## config.mk

```make
export PLATFORM = sky130hd
export DESIGN_NAME = nns_dist
export DESIGN_NICKNAME = d
export VERILOG_FILES = /design/src/nns_pkg.sv /design/src/nns_dist.sv
export SDC_FILE = /design/constraint.sdc
export NUM_CORES = 1
export LEC_CHECK = 0
export CORE_MARGIN = 8
export CORE_UTILIZATION = 65
export DETAILED_ROUTE_END_ITERATION = 10
export DONT_BUFFER_PORTS = 1
export MAX_ROUTING_LAYER = met4
export PLACE_DENSITY = 0.77
export SKIP_CTS_REPAIR_TIMING = 1
export SYNTH_ARGS = -nofsm -noshare
export SYNTH_HDL_FRONTEND = slang
export SYNTH_SLANG_ARGS = --single-unit
export TNS_END_PERCENT = 10
```

## constraint.sdc

```tcl
create_clock -name clock -period 12 [get_ports clock]
set_input_delay 1.2 -clock clock [delete_from_list [all_inputs] [get_ports clock]]
set_output_delay 1.2 -clock clock [all_outputs]
set_load 0.02 [all_outputs]
```

## src/nns_pkg.sv

```systemverilog
// Shared types and codes for the nearest neighbor search unit.
package nns_pkg;

   localparam int CSR_INDEX_W = 1;
   localparam int CSR_DATA_W  = 9;
   localparam int DIST_W      = 48;
   localparam int SQUARE_W    = 34;

   localparam logic [1:0] CMD_LOAD_REF   = 2'd0;
   localparam logic [1:0] CMD_LOAD_LABEL = 2'd1;
   localparam logic [1:0] CMD_QUERY      = 2'd2;

   localparam logic [CSR_INDEX_W-1:0] CSR_FACE_COUNT = 1'd0;
   localparam logic [CSR_INDEX_W-1:0] CSR_COMP_COUNT = 1'd1;

   typedef struct packed {
      logic [1:0]         cmd;
      logic [7:0]         face_index;
      logic [5:0]         component_index;
      logic signed [15:0] coeff_value;
      logic [7:0]         label_value;
      logic               query_last;
   } req_word_type;

   typedef struct packed {
      logic [7:0]        nearest_index;
      logic [7:0]        nearest_label;
      logic [DIST_W-1:0] best_distance;
   } rsp_word_type;

   typedef struct packed {
      logic ref_we;
      logic query_we;
      logic label_we;
   } store_we_type;

   typedef struct packed {
      logic valid;
      logic first_comp;
      logic last_comp;
      logic first_face;
   } scan_tag_type;

   typedef enum logic [2:0] {
      ST_IDLE,
      ST_SCAN,
      ST_DRAIN,
      ST_LABEL,
      ST_RESULT
   } scan_state_type;

endpackage

```

## src/nns_dist.sv

```systemverilog
// Squared difference, saturating accumulation and running minimum pipeline.
module nns_dist #(
   parameter int FACE_W = 8
) (
   input  logic                       clock,
   input  logic                       reset,
   input  nns_pkg::scan_tag_type      tag,
   input  logic [FACE_W-1:0]          face,
   input  logic [15:0]                ref_rdata,
   input  logic [15:0]                query_rdata,
   output logic [FACE_W-1:0]          best_face,
   output logic [nns_pkg::DIST_W-1:0] best_dist
);

   nns_pkg::scan_tag_type s1_tag_ff, s2_tag_ff, s3_tag_ff;
   logic [FACE_W-1:0] s1_face_ff, s2_face_ff, s3_face_ff;

   logic signed [16:0]               diff;
   logic [16:0]                      mag;
   logic [nns_pkg::SQUARE_W-1:0]     sq_in, sq_ff;
   logic [nns_pkg::DIST_W:0]         sum_wide;
   logic [nns_pkg::DIST_W-1:0]       acc_in, acc_ff;
   logic                             take_best;
   logic [nns_pkg::DIST_W-1:0]       best_dist_ff;
   logic [FACE_W-1:0]                best_face_ff;

   always_comb begin
      diff  = {query_rdata[15], query_rdata} - {ref_rdata[15], ref_rdata};
      mag   = diff[16] ? 17'(-diff) : 17'(diff);
      sq_in = nns_pkg::SQUARE_W'(mag * mag);
   end

   always_comb begin
      sum_wide = {1'b0, acc_ff} + (nns_pkg::DIST_W + 1)'(sq_ff);
      if (s2_tag_ff.first_comp) begin
         acc_in = nns_pkg::DIST_W'(sq_ff);
      end else if (sum_wide[nns_pkg::DIST_W]) begin
         acc_in = '1;
      end else begin
         acc_in = sum_wide[nns_pkg::DIST_W-1:0];
      end
   end

   assign take_best = s3_tag_ff.valid && s3_tag_ff.last_comp &&
                      (s3_tag_ff.first_face || (acc_ff < best_dist_ff));

   always_ff @(posedge clock) begin
      if (reset) begin
         s1_tag_ff <= '0;
         s2_tag_ff <= '0;
         s3_tag_ff <= '0;
      end else begin
         s1_tag_ff <= tag;
         s2_tag_ff <= s1_tag_ff;
         s3_tag_ff <= s2_tag_ff;
      end
   end

   always_ff @(posedge clock) begin
      s1_face_ff <= face;
      s2_face_ff <= s1_face_ff;
      s3_face_ff <= s2_face_ff;
      sq_ff      <= sq_in;
      if (s2_tag_ff.valid) begin
         acc_ff <= acc_in;
      end
      if (take_best) begin
         best_dist_ff <= acc_ff;
         best_face_ff <= s3_face_ff;
      end
   end

   assign best_face = best_face_ff;
   assign best_dist = best_dist_ff;

endmodule

```

# Word-level counts from Yosys, hierarchy flattened
# Index checks and enable logic that the tools add are counted.
op_classes:
  multipliers: 1
  add_sub_neg: 3
  reduce_logical: 3
  n_lt_le_gt_ge: 1
  mux: 3
ops:
  columns: ["cell", "n"]
  rows:
  - ["48-bit by 34-bit adder with 49-bit output", 1]
  - ["48-bit < comparator", 1]
  - ["48-bit two-way mux", 1]
  - ["17-bit by 17-bit multiplier with 34-bit output", 1]
  - ["34-bit two-way mux", 1]
  - ["17-bit two-way mux", 1]
  - ["17-bit negator", 1]
  - ["16-bit by 16-bit subtractor with 17-bit output", 1]
  - ["1-bit logical AND", 2]
  - ["1-bit logical OR", 1]
totals:
  inputBits: 46
  reg_bits: 173
  out_inout_bits: 56
  elab_cells: 30

# Depth between registers and ports, before layout
logic_depth:
  word_depth: 4
  ltp_mapped: 36
  ltp_nobuf: 34

# Least setup slack after synthesis
# No wires, ideal clock.
synth_timing:
  kind: "input port to flip-flop"
  startpoint: "input ref_rdata[6]"
  endpoint: "register sq_ff[33] in the netlist's numbering"
  t_arrival_ps: 9386
  required_ps: 11871
  path_slack_ps: 2484
  path_buffers: 2
  path_stages: 31
  setup_ps: 129
  cell_sequence: "inv_1 -> ha_1 -> a21o_1 -> or3_4 -> o2111ai_4 -> nand2_2 -> o41a_4 -> a2111oi_4 -> nor2_1 -> xor2_2 -> buf_6 -> nor2_1 -> fa_1 -> fa_1 -> fa_1 -> fa_1 -> fa_1 -> inv_1 -> fa_1 -> inv_1 -> ha_1 -> clkbuf_1 -> and3_1 -> a221o_1 -> a211oi_1 -> o2111ai_1 -> a31oi_1 -> nor2b_1 -> o21a_1 -> o41ai_1 -> xnor3_1"
synth_between:
  elab_chain_len: 4
synth_rtl:
  columns: ["item", "line_no", "text"]
  rows:
  - ["from (decl)", "nns_dist.sv:9", "input logic [15:0] ref_rdata,"]
  - ["16-bit by 16-bit subtractor with 17-bit output (*)", "nns_dist.sv:28", "diff = {query_rdata[15], query_rdata} - {ref_rdata[15], ref_rdata};"]
  - ["17-bit negator", "nns_dist.sv:29", "mag = diff[16] ? 17'(-diff) : 17'(diff);"]
  - ["17-bit two-way mux (*)", "nns_dist.sv:29", null]
  - ["17-bit by 17-bit multiplier with 34-bit output (*)", "nns_dist.sv:30", "sq_in = nns_pkg::SQUARE_W'(mag * mag);"]
  - ["net sq_in (one bit)", "nns_dist.sv:20", "logic [nns_pkg::SQUARE_W-1:0] sq_in, sq_ff;"]
  - ["to (signal assigned)", "nns_dist.sv:63", "sq_ff <= sq_in;"]
  - ["to (decl)", "nns_dist.sv:20", null]
# Mark *: on every way through the listed nets, which the timed path passes. The rest lies on a longest branch.
# A chain may end at the register's enable or synchronous reset.

# Worst setup path after layout
layout_timing:
  startpoint: "input query_rdata[0]"
  endpoint: "register sq_ff[33] in the netlist's numbering"
layout_between:
  elab_chain_len: 4
layout_rtl:
  columns: ["item", "line_no", "text"]
  rows:
  - ["from (decl)", "nns_dist.sv:10", "input logic [15:0] query_rdata,"]
  - ["16-bit by 16-bit subtractor with 17-bit output (*)", "nns_dist.sv:28", null]
  - ["17-bit negator", "nns_dist.sv:29", null]
  - ["17-bit two-way mux (*)", "nns_dist.sv:29", null]
  - ["17-bit by 17-bit multiplier with 34-bit output (*)", "nns_dist.sv:30", null]
  - ["net sq_in (one bit)", "nns_dist.sv:20", null]
# Marks and branches as above.

==> qor_table.md <==
| Parameter | Reported | Unit |
| --- | --- | --- |
| Synth area leader | fa_1 | - |
| DRC violations left | 0 | - |
| Critical path fanouts, max | 7 | - |
| Root buffer cell | clkbuf_16 | - |
| Level count of the clock H-tree | 4 | - |
| Pin count of the biggest net entering global routing | 50 | - |
| TritonCTS clock tree | yes | - |
| Count of max-cap constraint violations | 0 | - |
| Shortest clock period the worst path allows after layout | 10.01 | ns |
| Library cell contributing the largest single delay on the critical path | xnor2_1 | - |
| Asr flop ratio synth | 0 | - |
| Mux contribution to synthesized area | 0.003398 | - |
| Hold/Removal Path Class | flip-flop to flip-flop | - |
| Endpoint class of the critical path | flip-flop | - |
| Xor and xnor fraction of the mapped netlist area | 0.04605 | - |
| Setup slack after placement | 1.606 | ns |
| Global placer's final weighted congestion | 0.9626 | - |
| Post-synthesis instance area | 18040 | sq um |
| Sum of routed wire length over all layers | 39570 | microns |
| Utilization of the core after routing | 0.6921 | - |
| Residual overflow from global routing | 0 | - |
| Fraction of final layout cells sized beyond drive strength 1 | 0.05288 | - |
| Required @ worst endpoint | 12.32 | ns |
| Vert. Die Dim | 182.6 | microns |
| Most used cell along the critical path | fa_1 | - |
| Fraction of the mapped netlist area in adder cells | 0.3543 | - |
| Placeable core region | 27550 | sq um |
| Post-synth top area share | 0.2142 | - |
| Via density per instance | 5.800 | - |
| Total of fill cells in the finished design | 2103 | - |
| Share of synthesized area occupied by flip-flops and latches | 0.2486 | - |
| Total number of yosys warnings | 0 | - |
| Worst skew pair latency | 0.44 | ns |
| Antenna diode count | 0 | - |
| Post-detailed-route count of antenna-violating nets | 0 | - |
| Worst Clk Skew | 0.009029 | ns |
| Antenna violations before repair | 0 | - |
| Final-report hold violation count | 0 | - |
| Slew Limit Fails | 0 | - |
| Area growth from synthesis to layout | 5.701 | % |
| Ratio of final minimum period to clock period | 0.8340 | - |
| Sinks on Clock Net | 172 | - |
| Vias in the first global route | 13600 | - |
| Tot GR Track Use | 0.2491 | - |
| Number of DRC markers after the initial detailed-route iteration | 1015 | - |
| Port Buf Inserts | 0 | - |
| Standard-cell rows | 61 | - |
| Basic-gate share of the synthesized area counting and, or, nand and nor cells | 0.1116 | - |
| # IOs | 102 | - |
| Clock-pin slew on the worst setup and hold paths | 0.08 | ns |
| Setup repair after global routing missed its margin | false | - |
| Area fraction in compound gates after synthesis | 0.1501 | - |
| Maximum operating frequency | 0.09992 | GHz |
| First drt pass iteration count | 5 | - |
| Total number of vias | 13050 | - |
| Final setup TNS | 0 | ns |
| Most used flip-flop cell after synthesis | edfxtp_1 | - |
| Worst setup path category | input pin to flip-flop | - |
| Initial Utilization | 0.6548 | - |
| Setup violations, final | 0 | - |
| Number of distinct library cells after synthesis | 93 | - |
| Wire length of the first global-routing pass | 65940 | microns |
| Signal arrival time at the worst endpoint | 10.32 | ns |
| Number of flops mapped to enable cells by yosys | 104 | - |
| Kind of start point of the critical path | input pin | - |
| Final-layout worst hold slack | 0.3296 | ns |
| Leading cell types in the layout, fill and taps excluded | inv_1 (335), ha_1 (202), fa_1 (193), nor2_1 (155), nand2_1 (118) | - |
| Crit-path max cell delay | 0.61 | ns |
| Cell types with the largest area share after synthesis | fa_1 (21%), edfxtp_1 (17%), ha_1 (14%), dfxtp_1 (7.5%), inv_1 (7.0%) | - |
| Longest Clk Path Bufs | 2 | - |
| Die outline area | 33340 | sq um |
| Setup slack after layout | 1.992 | ns |
| Mean routed wirelength per cell | 17.58 | microns |
| Number of cells produced by synthesis | 1873 | - |
| Hpwl dp | 31430 | microns |
| Transition time at the pin with the least slew margin | 0.8931 | ns |
| Slew HR | 0.3968 | - |
| Largest family of logic cells by synthesized area | adder cells | - |
| Number of synthesized register bits | 172 | - |
| Number of buffers added by the clock tree synthesis step | 17 | - |
| Average footprint of a synthesized cell | 9.632 | sq um |
| Die width | 182.6 | microns |
| Most common cell after layout, fill and taps aside | inv_1 | - |
| Post-layout net count | 2300 | - |
| Result of the run | complete, no violations | - |
final cells by class:
type | instances | area [sq um] | share of cell area
Timing Repair Buffer | 19 | 142.6 | 0.007480
Sequential cell | 172 | 4486 | 0.2352
Clock buffer | 17 | 425.4 | 0.02231
Tap cell | 378 | 473.0 | 0.02480
Clock inverter | 15 | 191.4 | 0.01004
Inverter | 342 | 1284 | 0.06732
Multi-Input combinational cell | 1307 | 12070 | 0.6328
cells in the mapped netlist, types with 11 or more instances:
cell / instances
a211oi_1: 14
clkbuf_1: 50
ha_1: 202
nor3_1: 16
xnor2_1: 50
nor2b_1: 20
nand2b_1: 14
and2_1: 11
nor2_1: 155
fa_1: 193
dfxtp_1: 68
a21o_1: 58
edfxtp_1: 104
inv_1: 335
a31oi_1: 23
o21ai_0: 40
nand2_1: 118
and3_1: 16
o211ai_1: 14
o21a_1: 19
nand3_1: 28
a2bb2oi_1: 28
xor2_1: 33
nand4_1: 15
a21oi_1: 87
flip-flops by register name, indices dropped and copies added, names as in the netlist:
| register | cells |
|---|---|
| sq_ff | 33 |
| s3_face_ff | 8 |
| s3_tag_ff | 3 |
| s1_face_ff | 8 |
| s2_tag_ff | 4 |
| best_face | 8 |
| acc_ff | 48 |
| s1_tag_ff | 4 |
| best_dist | 48 |
| s2_face_ff | 8 |
per-layer routing:
layer | share of wire | GRT usage
met5 | 0 | -
met2 | 0.49 | 0.4214
met1 | 0.43 | 0.3085
met4 | 0.022 | 0.07806
met3 | 0.060 | 0.03142
metrics by stage:
stage               area (sq um)  cells
floorplan                  18080   1883
global placement           18450   2218
detailed placement         18450   2218
CTS                        19070   2250
global route               19070   2250
finish                     19070   2250
worst paths after layout:
path,from,endpoint,slack [ns],cells after the start
hold / removal,s2_face_ff[1],s3_face_ff[1],0.33,0
hold reg to reg,s2_face_ff[1],s3_face_ff[1],0.33,0
setup / recovery,query_rdata[0],sq_ff[33],1.99,32
setup reg to reg,acc_ff[0],acc_ff[25],7.63,12
cells by family (layout without fill, tap and decap cells):
family	after synthesis	in the layout
XOR/XNOR	89	89
AND/OR/NAND/NOR	431	431
other	2	12
buffers and inverters	404	393
adder cells (fa/ha/maj)	395	395
multiplexers	6	6
flip-flops	172	172
AO/OA/AOI/OAI	374	374
worst max-delay path, delay by kind of cell:
kind	cells	cell delay (ns)
and+or+nand+nor	5	1.12
buffers and inverters	5	0.46
xor gates and xnor gates	3	1.01
adders and majority gates	9	4.08
AOI/OAI and AO/OA	10	2.40
Power is left out: the tool's default activity adds up to more than one toggle a clock period on the data nets, which glitch-free logic cannot reach.
